<file path="config.mk">
export PLATFORM = sky130hd
export DESIGN_NAME = rc4_key_store
export DESIGN_NICKNAME = d
export VERILOG_FILES = /design/src/rtl/rc4_pkg.sv /design/src/rtl/rc4_key_store.sv
export SDC_FILE = /design/constraint.sdc
export NUM_CORES = 2
export LEC_CHECK = 0
export ABC_AREA = 1
export BUFFER_PORTS_ARGS = -buffer_cell sky130_fd_sc_hd__buf_2
export CAP_MARGIN = 10
export CORE_MARGIN = 2
export CORE_UTILIZATION = 35
export CTS_CLUSTER_SIZE = 24
export DETAILED_ROUTE_END_ITERATION = 8
export SLEW_MARGIN = 10
export SYNTH_ARGS = -nofsm -noshare
export SYNTH_HDL_FRONTEND = slang
export SYNTH_SLANG_ARGS = --single-unit
export TNS_END_PERCENT = 100
</file>
<file path="constraint.sdc">
create_clock -name clk_i -period 3.6 [get_ports clk_i]
set_input_delay 0.54 -clock clk_i [delete_from_list [all_inputs] [get_ports clk_i]]
set_output_delay 0.54 -clock clk_i [all_outputs]
set_load 0.05 [all_outputs]
</file>
<file path="src/rtl/rc4_pkg.sv">
package rc4_pkg;

  localparam int unsigned BYTE_W = 8;
  localparam int unsigned LEN_W  = 9;

  localparam logic [LEN_W-1:0] KEY_LENGTH_RESET = 9'd16;

  // item kind codes
  localparam logic KIND_KEY  = 1'b0;
  localparam logic KIND_DATA = 1'b1;

  typedef enum logic [3:0] {
    ST_IDLE,
    ST_INIT,   // S[a] = a sweep
    ST_KRA,    // schedule: read S[a]
    ST_KRB,    // schedule: update b, read S[b]
    ST_KWA,    // schedule: S[a] = old S[b]
    ST_KWB,    // schedule: S[b] = old S[a]
    ST_DRJ,    // data: update j, read S[j]
    ST_DWI,    // data: S[i] = S[j], read S[S[i]+S[j]]
    ST_DWJ,    // data: S[j] = S[i], form output word
    ST_EMIT    // output word waits for a free slot
  } rc4_state_e;

  typedef struct packed {
    logic restart;   // key read pointer back to zero
    logic advance;   // key read pointer to next byte, mod length
  } rc4_key_ctl_t;

  typedef struct packed {
    logic [BYTE_W-1:0] data;
    logic              last;
    logic              keyed;
  } rc4_res_t;

endpackage

</file>
<file path="src/rtl/rc4_key_store.sv">
module rc4_key_store import rc4_pkg::*; #(
  parameter int unsigned KEY_STORE_DEPTH = 256
) (
  input  logic              clk_i,
  input  logic              rst_ni,
  input  logic              wr_en_i,
  input  logic [BYTE_W-1:0] wr_data_i,
  input  logic              keyed_i,
  input  logic [LEN_W-1:0]  len_i,
  input  rc4_key_ctl_t      ctl_i,
  output logic              sched_go_o,
  output logic [BYTE_W-1:0] key_byte_o
);

  localparam int unsigned KW = (KEY_STORE_DEPTH > 1) ? $clog2(KEY_STORE_DEPTH) : 1;
  localparam logic [LEN_W-1:0] DEPTH_C = LEN_W'(KEY_STORE_DEPTH);

  logic [BYTE_W-1:0] mem [KEY_STORE_DEPTH];

  logic [LEN_W-1:0]  count_q, count_d;
  logic [LEN_W-1:0]  ptr_q, ptr_d;
  logic [BYTE_W-1:0] key_byte_q;

  logic [LEN_W-1:0] base;
  logic [LEN_W-1:0] count_after;
  logic [LEN_W-1:0] ptr_inc;
  logic             room;

  // a key byte after keying restarts the load at position zero
  assign base        = keyed_i ? '0 : count_q;
  assign room        = (base < DEPTH_C);
  assign count_after = base + {{(LEN_W-1){1'b0}}, room};
  assign sched_go_o  = (count_after >= len_i);
  assign ptr_inc     = ptr_q + LEN_W'(1);

  always_comb begin
    count_d = count_q;
    if (wr_en_i) begin
      count_d = sched_go_o ? '0 : count_after;
    end
  end

  always_comb begin
    ptr_d = ptr_q;
    if (ctl_i.restart) begin
      ptr_d = '0;
    end else if (ctl_i.advance) begin
      ptr_d = (ptr_inc == len_i) ? '0 : ptr_inc;
    end
  end

  always_ff @(posedge clk_i or negedge rst_ni) begin
    if (!rst_ni) begin
      count_q <= '0;
      ptr_q   <= '0;
    end else begin
      count_q <= count_d;
      ptr_q   <= ptr_d;
    end
  end

  always_ff @(posedge clk_i) begin
    if (wr_en_i && room) begin
      mem[base[KW-1:0]] <= wr_data_i;
    end
    key_byte_q <= mem[ptr_q[KW-1:0]];
  end

  assign key_byte_o = key_byte_q;

endmodule

</file>
Yosys cells after proc, flatten, opt, wreduce, memory -nomap -nowiden. Memory sizes are Yosys's and may differ from the RTL's. A register that Yosys moved wholly into a read port is not among the register bits. Index checks and enable logic that the tools add are counted.

Bits in writable memories: 2048. Output and inout port bits: 9. Memories: 1. Input port bits: 23. Memory bits (read-only): 0. Flip-flop bits (word level): 18. Word-level logic and storage cells: 17. Bits in latches: 0.

Multiply operators: 0. Divide/modulo/power cells: 0. $add $sub $neg: 2. Mux-type cells: 7. Shift-type cells: 0. Magnitude comparators: 2. Equal/unequal tests: 1. Bitwise operators: 0. Reductions and logical operators: 2.

Memory list: mem (depth 256, width 8, read ports 1, clocked after memory_dff 1, wr ports 1, RTL line rc4_key_store.sv:18) `logic [BYTE_W-1:0] mem [KEY_STORE_DEPTH];`.

Operators by type and width (count): 9-bit 2-to-1 mux (5); 9-bit by 1-bit adder with 9-bit output (1); 9-bit by 1-bit adder with 9-bit output (second input constant) (1); 9-bit == test (1); 9-bit >= comparator (1); 9-bit < comparator (second input constant) (1); 1-bit 2-to-1 mux (2); 2-bit nonzero test (1); 1-bit logical AND (1).

Longest topological paths before layout.
Depth after elaboration: 5. Gate-level depth with buffers: 17. Gate-level depth less buffers: 15.

Worst setup path before layout. OpenSTA, ideal clock, no wires.

Kind: input-to-output. Start point: in keyed_i. End point: out sched_go_o. Stages: 13. Buffers on the path: 1. Arrival time: 3.211 ns. Data required time: 3.060 ns. Slack: -0.151 ns. Cell sequence: buf_2 > inv_1 > nand2_1 > ha_1 > ha_1 > nand2_1 > nor2_1 > xor2_1 > ha_1 > nand2_1 > nor2_1 > nand2_1 > o2111ai_1.

Cells in the longest elaborated chain, start to end: 4.

Ends and longest elaborated chain: start, declared (RTL line rc4_key_store.sv:8) `input logic keyed_i,`; 9-bit 2-to-1 mux * (RTL line rc4_key_store.sv:30) `assign base = keyed_i ? '0 : count_q;`; 9-bit < comparator (RTL line rc4_key_store.sv:31) `assign room = (base < DEPTH_C);`; 9-bit by 1-bit adder with 9-bit output * (RTL line rc4_key_store.sv:32) `assign count_after = base + {{(LEN_W-1){1'b0}}, room};`; 9-bit >= comparator * (RTL line rc4_key_store.sv:33) `assign sched_go_o = (count_after >= len_i);`; end, declared (RTL line rc4_key_store.sv:11) `output logic sched_go_o,`.

Every way passes the cells marked *; elsewhere a longest branch is shown, timed or not.

Final worst setup path.
Start point: reg count_q[0]. End point: out sched_go_o.

Cells in the longest elaborated chain, start to end: 4.

Ends and longest elaborated chain: start, declared (RTL line rc4_key_store.sv:20) `logic [LEN_W-1:0] count_q, count_d;`; start signal, assigned (RTL line rc4_key_store.sv:57) `count_q <= count_d;`; 9-bit 2-to-1 mux * (RTL line rc4_key_store.sv:30); 9-bit < comparator (RTL line rc4_key_store.sv:31); 9-bit by 1-bit adder with 9-bit output * (RTL line rc4_key_store.sv:32); 9-bit >= comparator * (RTL line rc4_key_store.sv:33).

Marked as above.

==> run metrics <==
worst-case hold slack=around 0.082 ns; Via-to-Cell Ratio=5.09; Worst Path Buf+Inv=2; Synth cell types=35; relative slew slack=0.291; Post-Syn Instances=7765; row cnt=roughly 180; fillers=roughly 23000; Max Cap Viol=0; CTS tree=yes; Mapped Area=86400 sq um; total gr overflow=0; Syn Area/Cell=between 10 and 15 sq um; Worst path slowest cell=dfrtp_1; # placed instances=between 10000 and 15000; Worst Setup Start Kind=flip-flop; antenna violations before repair=4; final WL=between 200000 and 250000 microns; Crit Path Category=flip-flop to output port; RSZ-0062 raised after global routing=true; PwrDens=between 500 and 600 nW/um^2; Ys Warns=0; Post-DRT Antenna Nets=0; ratio of cells with drive above 1 in the final layout=0.0941; drt pass-1 iters=6; maximum vdd drop=0.561 mV; Hold Fails Final Rpt=0; IO Port Bufs=31; crit-path cells=inv_2 > nor2_4 > ha_4 > ha_4 > nand2_4 > nor2_4 > xor2_1 > ha_1 > nand2_2 > nor2_2 > nand2_1 > o2111ai_2 > buf_6; global-route total usage across every layer=0.188; wire per inst=21.2 microns; Seq/Total Area, Yosys=0.718; status=finished, final reports clean; Tcrit/Tclk final=0.987; DP HPWL=141000 microns; vias in the first global route=55904; Max Transition Viols Final=0; RePlAce Congestion=roughly 0.86; area leader, netlist=edfxtp_1; Chip Height=501 microns; H-tree levels=4; share of the synthesized area in the top cell type=0.711; area of the core=246000 sq um; Final Non-Filler Cells=11335; ys async rst share=0.00868; most common cell after layout, fill and taps aside=nand2_1; clk slew on worst S/H paths=0.06 ns; die width=between 500 and 600 microns; Worst Setup Slack, final=0.0468 ns; # IOs=32; WP depth=13; Clock Tree Root=clkbuf_16; most frequent cells in the layout=nand2_1 (2612), edfxtp_1 (2048), nand3_1 (988), nor2_1 (698), inv_1 (337); top cells by area, synth=edfxtp_1 (71%), nand2_1 (11%), nand3_1 (5.7%); die area=251000 sq um; Tightest Hold Check Type=input pin to flip-flop; DRC Markers=0; Critical Path Fanout Max=4; via count=57653; largest net degree at the start of global routing=119; synth-to-layout area growth=14.7%; Initial Utilization=0.352; drt initial violations=around 6500; Setup TNS Final=0 ns; maximum clock path buffer count=3; first-pass GRT wire length=358000 microns; Peak Freq=around 280 MHz; fin nets=7972; count of flip-flops with a built-in enable after synthesis=about 2000; Syn Nets=7800; R2R cell count=13; endpoints failing setup=0; cts bufs inserted=208; critical path's top delay family=adder cells; Hold Path Cell Cnt=1; leakage=between 0.03 and 0.04 uW; shortest period the worst path allows=between 3 and 4 ns; Setup Skew=0.0248 ns; pre-CTS setup slack=about 0.24 ns; Data arrival, critical path=3.01 ns; dominant synthesized flop cell=edfxtp_1; register bit total from synthesis=2074; CP peak stage delay=around 0.38 ns; slew of the pin with the lowest slew margin=1.06 ns; Clock Latency Late Sink=~0.85 ns; clock sinks=2074; Req. time, crit path=3.06 ns; CP endpoint kind=output port
per-layer routing:
layer / routed length, microns / up-vias / share of wire / track usage
met2: 116000 / 2115 / 0.48 / 0.311
li1: - / 26847 / - / -
met5: 13 / - / 0.000054 / 0
met4: 7030 / 2 / 0.029 / 0.0621
met1: 101000 / 28346 / 0.42 / 0.255
met3: 17300 / 343 / 0.072 / 0.0269
final timing paths:
kind	from	end	slack, ns
max	count_q[0]	sched_go_o	0.05
max in group asynchronous	rst_ni	ptr_q[1]	3.07
min reg2reg	count_q[8]	count_q[8]	0.49
min in group asynchronous	rst_ni	count_q[1]	0.17
min	wr_data_i[4]	mem[14][4]	0.08
max reg2reg	ptr_q[0]	key_byte_o[6]	0.43
registers in the layout, indices dropped and copies added (netlist names):
name        cells
mem          2048
count_q         9
key_byte_o      8
ptr_q           9
power breakdown:
group | leakage, uW | internal, uW | switching [uW]
logic | 0.0148 | 1570 | 4320
registers | 0.0187 | 26600 | 118
clock network | 0.00323 | 12100 | 9080
cell usage after synthesis (all sizes together), types with 22 or more instances:
| master | count |
|---|---|
| nor2 | 710 |
| inv | 345 |
| nor3 | 22 |
| buf | 293 |
| nand3 | 988 |
| o21ai | 153 |
| o211ai | 97 |
| a21oi | 166 |
| nand2 | 2624 |
| a21boi | 65 |
| edfxtp | 2048 |
| clkbuf | 174 |
worst reg2reg max path: stages (launching register included):
cell	delay, ns
dfrtp_4	0.65
inv_16	0.44
buf_12	0.45
buf_12	0.25
nand2_1	0.05
nand2_1	0.06
nand2_1	0.05
nand3_1	0.12
nand3_1	0.11
a21oi_1	0.40
nor2_1	0.14
nand2_1	0.08
nand3_1	0.18
nand2_1	0.12
cell type report:
class	count	area (sq um)	share of cell area
flip-flops and latches	2074	62100	0.626
multi-input cells	4874	21000	0.211
clock buffers	270	5540	0.0559
repair buffers	429	4060	0.0409
well taps	3220	4030	0.0406
inverters	350	1350	0.0136
clock inverters	115	1080	0.0109
diodes	3	7.51	0.0000757
metrics by stage:
stage	total power (uW)	util	area [sq um]
5_1_grt	55500	0.404	99200
4_1_cts	54100	0.403	99000
3_3_place_gp	33000	0.376	92300
6_report	53800	0.404	99200
3_5_place_dp	33100	0.376	92300
2_1_floorplan	30600	-	86500
kinds of logic after synthesis:
kind of cell	count (synthesis)	synth area share
adder cells (fa/ha/maj)	12	0.00174
buffers and inverters	817	0.0406
flip-flops	2074	0.718
AND/OR/NAND/NOR	4357	0.205
XOR/XNOR	8	0.000811
AO/OA/AOI/OAI	497	0.0338
what timing repair did:
action                     CTS  global route
pin swaps                   11            13
buffers inserted            11             4
cloned                       0             0
setup endpoints to repair    1             1
hold buffers                 2             0
hold endpoints to repair    20             0
gates resized for setup     14            19
No activity file was read; power rests on OpenSTA's default activity.
