File: src/rtl/rc4_pkg.sv
package rc4_pkg;

  localparam int unsigned BYTE_W = 8;
  localparam int unsigned LEN_W  = 9;

  localparam logic [LEN_W-1:0] KEY_LENGTH_RESET = 9'd16;

  // item kind codes
  localparam logic KIND_KEY  = 1'b0;
  localparam logic KIND_DATA = 1'b1;

  typedef enum logic [3:0] {
    ST_IDLE,
    ST_INIT,   // S[a] = a sweep
    ST_KRA,    // schedule: read S[a]
    ST_KRB,    // schedule: update b, read S[b]
    ST_KWA,    // schedule: S[a] = old S[b]
    ST_KWB,    // schedule: S[b] = old S[a]
    ST_DRJ,    // data: update j, read S[j]
    ST_DWI,    // data: S[i] = S[j], read S[S[i]+S[j]]
    ST_DWJ,    // data: S[j] = S[i], form output word
    ST_EMIT    // output word waits for a free slot
  } rc4_state_e;

  typedef struct packed {
    logic restart;   // key read pointer back to zero
    logic advance;   // key read pointer to next byte, mod length
  } rc4_key_ctl_t;

  typedef struct packed {
    logic [BYTE_W-1:0] data;
    logic              last;
    logic              keyed;
  } rc4_res_t;

endpackage

File: src/rtl/rc4_core.sv
module rc4_core import rc4_pkg::*; (
  input  logic              clk_i,
  input  logic              rst_ni,
  input  logic              start_i,
  input  logic              kind_i,
  input  logic [BYTE_W-1:0] value_i,
  input  logic              last_i,
  input  logic              sched_go_i,
  input  logic [BYTE_W-1:0] key_byte_i,
  input  logic              slot_free_i,
  output logic              idle_o,
  output logic              keyed_o,
  output rc4_key_ctl_t      key_ctl_o,
  output logic              emit_o,
  output rc4_res_t          res_o
);

  localparam logic [BYTE_W-1:0] LAST_IDX = '1;

  logic [BYTE_W-1:0] sbox [256];
  logic [BYTE_W-1:0] s_rdata_q;
  logic              s_we;
  logic [BYTE_W-1:0] s_waddr, s_wdata, s_raddr;

  rc4_state_e state_q, state_d;
  logic [BYTE_W-1:0] cnt_q, cnt_d;
  logic [BYTE_W-1:0] b_q, b_d;
  logic [BYTE_W-1:0] i_q, i_d;
  logic [BYTE_W-1:0] j_q, j_d;
  logic [BYTE_W-1:0] si_q, si_d;
  logic [BYTE_W-1:0] sj_q, sj_d;
  logic              t_is_i_q, t_is_i_d;
  logic              t_is_j_q, t_is_j_d;
  logic              keyed_q, keyed_d;
  rc4_res_t          res_q, res_d;

  logic [BYTE_W-1:0] b_new, j_new, t_idx, i_next, ks;
  logic              is_key;

  assign is_key = (kind_i == KIND_KEY);
  assign i_next = i_q + BYTE_W'(1);
  assign b_new  = b_q + s_rdata_q + key_byte_i;
  assign j_new  = j_q + s_rdata_q;
  assign t_idx  = si_q + s_rdata_q;
  // S[t] is read before the S[i] and S[j] writes land, so take it from the swap
  assign ks     = t_is_j_q ? si_q : (t_is_i_q ? sj_q : s_rdata_q);

  always_comb begin
    state_d = state_q;
    case (state_q)
      ST_IDLE: begin
        if (start_i) begin
          if (is_key) begin
            state_d = sched_go_i ? ST_INIT : ST_IDLE;
          end else begin
            state_d = keyed_q ? ST_DRJ : ST_EMIT;
          end
        end
      end
      ST_INIT: if (cnt_q == LAST_IDX) state_d = ST_KRA;
      ST_KRA:  state_d = ST_KRB;
      ST_KRB:  state_d = ST_KWA;
      ST_KWA:  state_d = ST_KWB;
      ST_KWB:  state_d = (cnt_q == LAST_IDX) ? ST_IDLE : ST_KRA;
      ST_DRJ:  state_d = ST_DWI;
      ST_DWI:  state_d = ST_DWJ;
      ST_DWJ:  state_d = slot_free_i ? ST_IDLE : ST_EMIT;
      ST_EMIT: if (slot_free_i) state_d = ST_IDLE;
      default: state_d = ST_IDLE;
    endcase
  end

  always_comb begin
    s_we      = 1'b0;
    s_waddr   = cnt_q;
    s_wdata   = cnt_q;
    s_raddr   = i_next;
    key_ctl_o = '0;
    emit_o    = 1'b0;
    res_o     = res_q;
    case (state_q)
      ST_IDLE: begin
        key_ctl_o.restart = start_i && is_key && sched_go_i;
      end
      ST_INIT: begin
        s_we = 1'b1;
      end
      ST_KRA: begin
        s_raddr = cnt_q;
      end
      ST_KRB: begin
        s_raddr = b_new;
      end
      ST_KWA: begin
        s_we    = 1'b1;
        s_wdata = s_rdata_q;
      end
      ST_KWB: begin
        s_we              = 1'b1;
        s_waddr           = b_q;
        s_wdata           = si_q;
        key_ctl_o.advance = 1'b1;
      end
      ST_DRJ: begin
        s_raddr = j_new;
      end
      ST_DWI: begin
        s_we    = 1'b1;
        s_waddr = i_q;
        s_wdata = s_rdata_q;
        s_raddr = t_idx;
      end
      ST_DWJ: begin
        s_we       = 1'b1;
        s_waddr    = j_q;
        s_wdata    = si_q;
        emit_o     = slot_free_i;
        res_o.data = res_q.data ^ ks;
      end
      ST_EMIT: begin
        emit_o = slot_free_i;
      end
      default: ;
    endcase
  end

  always_comb begin
    cnt_d    = cnt_q;
    b_d      = b_q;
    i_d      = i_q;
    j_d      = j_q;
    si_d     = si_q;
    sj_d     = sj_q;
    t_is_i_d = t_is_i_q;
    t_is_j_d = t_is_j_q;
    keyed_d  = keyed_q;
    res_d    = res_q;
    case (state_q)
      ST_IDLE: begin
        if (start_i) begin
          if (is_key) begin
            keyed_d = 1'b0;
            cnt_d   = '0;
          end else begin
            res_d.data  = value_i;
            res_d.last  = last_i;
            res_d.keyed = keyed_q;
            if (keyed_q) begin
              i_d = i_next;
            end
          end
        end
      end
      ST_INIT: begin
        cnt_d = cnt_q + BYTE_W'(1);
        b_d   = '0;
      end
      ST_KRB: begin
        b_d  = b_new;
        si_d = s_rdata_q;
      end
      ST_KWB: begin
        cnt_d = cnt_q + BYTE_W'(1);
        if (cnt_q == LAST_IDX) begin
          i_d     = '0;
          j_d     = '0;
          keyed_d = 1'b1;
        end
      end
      ST_DRJ: begin
        si_d = s_rdata_q;
        j_d  = j_new;
      end
      ST_DWI: begin
        sj_d     = s_rdata_q;
        t_is_i_d = (t_idx == i_q);
        t_is_j_d = (t_idx == j_q);
      end
      ST_DWJ: begin
        res_d.data = res_q.data ^ ks;
      end
      default: ;
    endcase
  end

  always_ff @(posedge clk_i or negedge rst_ni) begin
    if (!rst_ni) begin
      state_q <= ST_IDLE;
      i_q     <= '0;
      j_q     <= '0;
      keyed_q <= 1'b0;
    end else begin
      state_q <= state_d;
      i_q     <= i_d;
      j_q     <= j_d;
      keyed_q <= keyed_d;
    end
  end

  always_ff @(posedge clk_i) begin
    cnt_q    <= cnt_d;
    b_q      <= b_d;
    si_q     <= si_d;
    sj_q     <= sj_d;
    t_is_i_q <= t_is_i_d;
    t_is_j_q <= t_is_j_d;
    res_q    <= res_d;
  end

  always_ff @(posedge clk_i) begin
    if (s_we) begin
      sbox[s_waddr] <= s_wdata;
    end
    s_rdata_q <= sbox[s_raddr];
  end

  assign idle_o  = (state_q == ST_IDLE);
  assign keyed_o = keyed_q;

endmodule

File: config.mk
export PLATFORM = sky130hd
export DESIGN_NAME = rc4_core
export DESIGN_NICKNAME = d
export VERILOG_FILES = /design/src/rtl/rc4_pkg.sv /design/src/rtl/rc4_core.sv
export SDC_FILE = /design/constraint.sdc
export NUM_CORES = 2
export LEC_CHECK = 0
export ABC_AREA = 1
export ABC_CLOCK_PERIOD_IN_PS = 9500
export BUFFER_PORTS_ARGS = -buffer_cell sky130_fd_sc_hd__buf_2
export CORE_MARGIN = 4
export CORE_UTILIZATION = 35
export CTS_CLUSTER_SIZE = 10
export DETAILED_ROUTE_END_ITERATION = 10
export SLEW_MARGIN = 30
export SYNTH_ARGS = -nofsm -noshare
export SYNTH_HDL_FRONTEND = slang
export SYNTH_SLANG_ARGS = --single-unit
File: constraint.sdc
create_clock -name clk_i -period 9.5 [get_ports clk_i]
set_input_delay 1.9 -clock clk_i [delete_from_list [all_inputs] [get_ports clk_i]]
set_output_delay 1.9 -clock clk_i [all_outputs]
set_load 0.005 [all_outputs]
* Yosys cells after proc, flatten, opt, wreduce, memory -nomap -nowiden
Memory sizes are Yosys's and may differ from the RTL's. A register that Yosys moved wholly into a read port is not among the register bits.
Index checks and enable logic that the tools add are counted.
** Word-level totals
- Output and inout bits :: 15
- Memories kept :: 1
- Bits in writable memories :: 2048
- Register bits after elaboration :: 65
- Bits of input ports :: 23
- Word-level logic and storage cells :: 100
** Operators by class
- Muxes and demuxes :: 38
- Reduce and logical (&&, ||, !) cells :: 21
- Eq/ne operators :: 19
- Bitwise logic cells :: 2
- Add/sub/neg operators :: 6
** Memories
- sbox :: depth 256, bits a word 8, rd ports 1, clocked after Yosys merged registers in 1, wr ports 1, RTL line rc4_core.sv:20 : logic [BYTE_W-1:0] sbox [256];
** Operators by type and width (number)
- $pmux W8 S2 :: 6
- $mux W8 :: 9
- $pmux W4 S10 :: 1
- $add A8 B8 Y8 :: 4
- $pmux W8 S4 :: 1
- $mux W4 :: 6
- $pmux W8 S3 :: 1
- $mux W10 :: 2
- $add A8 B1 Y8 const B :: 2
- $eq A4 B3 Y1 const B :: 4
- $eq A8 B8 Y1 :: 2
- $ne A2 B2 Y1 const B :: 6
- $reduce_and A3 Y1 :: 4
- $mux W1 :: 10
- $reduce_bool A2 Y1 :: 5
- $reduce_or A2 Y1 :: 5
- $eq A4 B2 Y1 const B :: 2
- $eq A4 B4 Y1 const B :: 2
- $eq A8 B8 Y1 const B :: 1
- $xor A8 B8 Y8 :: 1
- $reduce_and A5 Y1 :: 1
- $reduce_or A5 Y1 :: 1
- $eq A4 B1 Y1 const B :: 1
- $logic_not A4 Y1 :: 1
- other kinds (7) :: 8

* Depth between registers and ports, before layout
- Word-level depth :: 5
- Depth in mapped cells :: 21
- Gate-level depth less buffers :: 19

* Worst setup path after synthesis
Ideal clock, no wire load.
- Kind :: register to register
- From :: register state_q[0]
- To :: memory sbox[0][0] (data pin)
- Data required time :: 7.869 ns
- Arrival :: 8.182 ns
- Cell stages (with the launch flop) :: 6
- Path slack :: -0.313 ns
- Cells stage by stage :: dfrtp_1 nor2_1 clkinv_1 nor2_8 nor2_4 o221ai_1
** On the way
- Cells in the longest elaborated chain, start to end :: 3
** Ends and longest elaborated chain
- start, declared :: RTL line rc4_core.sv:25 : rc4_state_e state_q, state_d;
- start signal, assigned :: RTL line rc4_core.sv:193 : state_q <= state_d;
- $eq A4 B4 Y1 / $eq A4 B3 Y1 (equally long branches) :: RTL line rc4_core.sv:81 : case (state_q)
- $reduce_or A2 Y1 (no line)
- $pmux W8 S2 * :: RTL line rc4_core.sv:81
- net s_wdata[0] :: RTL line rc4_core.sv:23 : logic [BYTE_W-1:0] s_waddr, s_wdata, s_raddr;
- end, declared :: RTL line rc4_core.sv:20
Mark *: on every way through the listed nets, which the timed path passes. The rest lies on a longest branch.

* Final worst setup path
- From :: input port key_byte_i[1]
- To :: register s_rdata_q[2] (read register of sbox)
** On the way
- Cells in the longest elaborated chain, start to end :: 2
** Ends and longest elaborated chain
- start, declared :: RTL line rc4_core.sv:9 : input logic [BYTE_W-1:0] key_byte_i,
- $add A8 B8 Y8 :: RTL line rc4_core.sv:42 : assign b_new = b_q + s_rdata_q + key_byte_i;
- $pmux W8 S4 :: RTL line rc4_core.sv:81
- end, declared :: RTL line rc4_core.sv:21 : logic [BYTE_W-1:0] s_rdata_q;
Every way passes these cells.
A chain may end at the register's enable or synchronous reset.

==> results.sh <==
export IMPL_seq_area_um2=63500
export IMPL_slew_headroom_pct=24.4
export IMPL_finClkSkew_ns=0.0480
export IMPL_crit_required_ns=10.30
export IMPL_totalWireLength_um=276000
export IMPL_drt_iter0_markers=7622
export IMPL_synth_cells=8717
export IMPL_clock_latency_ns=0.88
export IMPL_hold_path_cell_count=0
export IMPL_start_util_pct=35.2
export IMPL_multi_input_area_um2=24800
export IMPL_clock_sinks=2121
export IMPL_grt_pass1_vias=61278
export IMPL_drive_gt1_share_pct=5.33
export IMPL_grt_antenna_before_repair=6
export IMPL_critical_path_arrival_ns=6.65
export IMPL_coreArea_um2=268000
export IMPL_hold_path_class="flip-flop to flip-flop"
export IMPL_period_share_pct=61.6
export IMPL_worstMarginPinSlew_ns=1.13
export IMPL_fin_ws_ns=3.65
export IMPL_cp_end_kind="flip-flop"
export IMPL_yosysSeqAreaShare_pct=67.3
export IMPL_ys_types=46
export IMPL_final_core_util_pct=38.9
export IMPL_dr_total_vias=64353
export IMPL_grt_pass1_wl_um=410000
export IMPL_synth_async_reset_ratio_pct=0.990
export IMPL_synth_ff_type="edfxtp_1"
export IMPL_cts_made_buffers=237
export IMPL_die_h_um=527
export IMPL_fmax_mhz=171
export IMPL_drt_pass1_iterations=7
export IMPL_crit_family="buffers and inverters"
export IMPL_worstSetupPathDepth=20
export IMPL_grt_use_total_pct=19.3
export IMPL_worst_path_max_fanout=52
export IMPL_placementRows=190
export IMPL_clk_pin_slew_ns=0.06
export IMPL_cts_tree="yes"
export IMPL_slowest_stage="fa_1"
export IMPL_setup_viol=0
export IMPL_cts_root_buffer="clkbuf_16"
export IMPL_cpMostUsedCell="nand3_1"
export IMPL_drv_cap=0
export IMPL_critPathKind="input pin to flip-flop"
export IMPL_drtAntennaViolNets=0
export IMPL_viasPerCell=5.29
export IMPL_fin_crit_ns=5.85
export IMPL_post_cts_resized=0
export IMPL_critPathMaxStageDelay_ns=0.54
export IMPL_yosysTopAreaCell="edfxtp_1"
export IMPL_hold_buffers=0
export IMPL_syn_area_per_cell_um2=10.8
export IMPL_rsz0062_at_grt="no"
export IMPL_synthesis_area_um2=94400
export IMPL_ys_ff_latch=2121
export IMPL_hpwl_um=160000
export IMPL_outcome="complete, no violations"
export IMPL_dieArea_um2=278000
export IMPL_place_port_buffers=37
export IMPL_htreeDepth=4
export IMPL_hp_start="keyed_o$_DFFE_PN0P_"
export IMPL_reg2regPathDepth=21
export IMPL_cts_setup_buffers=0
export IMPL_r2r_start="s_rdata_q[0]$_DFF_P_"
export IMPL_grt_overflow_total=0
export IMPL_wl_per_cell_um=22.7
export IMPL_cp_cell_sequence="buf_2 > fa_1 > ha_1 > inv_1 > fa_1 > xnor2_1 > nand2_1 > o21ai_0 > nor2_1 > nand3_1 > o21ai_4 > buf_4 > buf_4 > buf_16 > nand3_1 > nand3_1 > nand3_1 > nand3_1 > nand3_1 > nand2_1"
export IMPL_worst_setup_path_start_kind="input pin"
export IMPL_die_x_um=527
export IMPL_synth_edff_count=2092
export IMPL_holdWs_ns=0.529
export IMPL_clock_path_buffers=3
export IMPL_dp_slack_ns=2.83
export IMPL_synth_fp_nets=8772
export IMPL_place_gp_congestion=0.918
export IMPL_drc=0
export IMPL_maxSlewViolCount=0
export IMPL_synth_warnings=0
export IMPL_grt_max_degree=191
export IMPL_nFillCells=25635
export IMPL_nets=8587
export IMPL_hold_viol_final=0
export IMPL_synth_area_leaders="edfxtp_1, nand3_1, nand2_1, nand3b_1, inv_1"
export IMPL_ios=38
export IMPL_cp_startpoint="key_byte_i[1]"
export IMPL_cp_num_buf_inv=5
export IMPL_synth_top_area_share_pct=66.5
export IMPL_syn2layout_area_growth_pct=10.6
-- cells by family after synthesis --
| group | after synthesis | synth area share (%) |
|---|---|---|
| AND/OR/NAND/NOR | 4697 | 23.6 |
| flip-flops | 2121 | 67.3 |
| buffers and inverters | 1601 | 6.80 |
| AO/OA/AOI/OAI | 236 | 1.61 |
| adder cells (fa/ha/maj) | 32 | 0.503 |
| XOR/XNOR | 30 | 0.278 |
-- routing by layer --
metal	global-route usage [%]	wire [um]	part of all wire [%]
met1	27.0	116000	42
met2	30.1	126000	46
met3	2.83	22500	8.2
met4	7.94	11700	4.2
met5	0	13	0.0047
-- metrics by stage --
| step | std cells | instance area, um^2 | TNS (ns) |
|---|---|---|---|
| floorplan | 8717 | 94400 | -605.63 |
| global placement | 11841 | 97800 | 0 |
| detailed placement | 11843 | 97900 | 0 |
| CTS | 12162 | 104000 | 0 |
| global route | 12165 | 104000 | 0 |
| finish | 12167 | 104000 | 0 |
-- path summary, 6_finish.rpt --
path                                          endpoint  slack (ns)
worst max-delay path              s_rdata_q[2]$_DFF_P_        3.65
worst min-delay path                res_o[0]$_DFFE_PP_        0.53
worst max register to register    s_rdata_q[2]$_DFF_P_        3.91
worst min register to register      res_o[0]$_DFFE_PP_        0.53
max in group asynchronous       state_q[3]$_DFFE_PN0P_        8.08
min in group asynchronous           i_q[7]$_DFFE_PN0P_        1.03
-- cell type report --
| cell class | count | area share (%) |
|---|---|---|
| Clock inverter | 28 | 0.309 |
| Timing Repair Buffer | 136 | 1.23 |
| Multi-Input combinational cell | 4995 | 23.7 |
| Tap cell | 3552 | 4.26 |
| Clock buffer | 291 | 5.89 |
| Sequential cell | 2121 | 60.8 |
| Antenna cell | 3 | 0.00719 |
| Inverter | 1041 | 3.75 |
-- placed cells by master (no fill, tap or decap), types with 3 or more instances in the layout --
cell | synthesis | final
edfxtp_1 | 2092 | 2092
nand2_1 | 1848 | 1839
nand3_1 | 1769 | 1769
inv_1 | 1024 | 1023
nand3b_1 | 604 | 604
nor2_1 | 432 | 431
clkbuf_16 | 0 | 237
o211ai_1 | 99 | 99
buf_4 | 4 | 71
o21ai_0 | 72 | 70
clkbuf_1 | 199 | 52
buf_2 | 316 | 37
a21oi_1 | 24 | 24
buf_12 | 0 | 24
xor2_1 | 23 | 23
ha_1 | 22 | 22
dfrtp_1 | 21 | 21
o22ai_1 | 14 | 13
inv_2 | 13 | 12
clkinv_1 | 3 | 12
nor3_1 | 13 | 12
fa_1 | 10 | 10
nor2_2 | 9 | 8
o221ai_4 | 0 | 8
dfxtp_1 | 8 | 8
nand2_2 | 3 | 7
xnor2_1 | 7 | 7
clkinv_2 | 0 | 6
nor2_4 | 3 | 5
o21ai_1 | 6 | 5
clkinv_8 | 0 | 5
nand2_4 | 0 | 4
nand4_1 | 4 | 4
clkinv_16 | 0 | 4
diode_2 | 0 | 3
o21ai_4 | 0 | 3
or2_2 | 3 | 3
nor3_2 | 3 | 3
-- synth_stat cells, types with 7 or more instances --
master,count
o22ai_1,14
buf_1,41
o21ai_0,72
nand3_1,1769
inv_1,1024
nand2_1,1848
dfxtp_1,8
dfrtp_1,21
nor2_1,432
inv_2,13
a21oi_1,24
fa_1,10
clkbuf_1,199
xor2_1,23
nand3b_1,604
o221ai_1,8
o211ai_1,99
ha_1,22
nor2_2,9
xnor2_1,7
edfxtp_1,2092
buf_2,316
nor3_1,13
-- state kept, by name, summed over array words and instances, names as in the netlist --
signal     flops
sbox        2048
b_q            8
cnt_q          8
i_q            8
j_q            8
res_q          8
s_rdata_q      8
si_q           8
sj_q           8
state_q        4
res_o          2
keyed_o        1
t_is_i_q       1
t_is_j_q       1
Power is not shown: default switching activity piles up to over one toggle a cycle in this logic, so the estimate is an artifact.
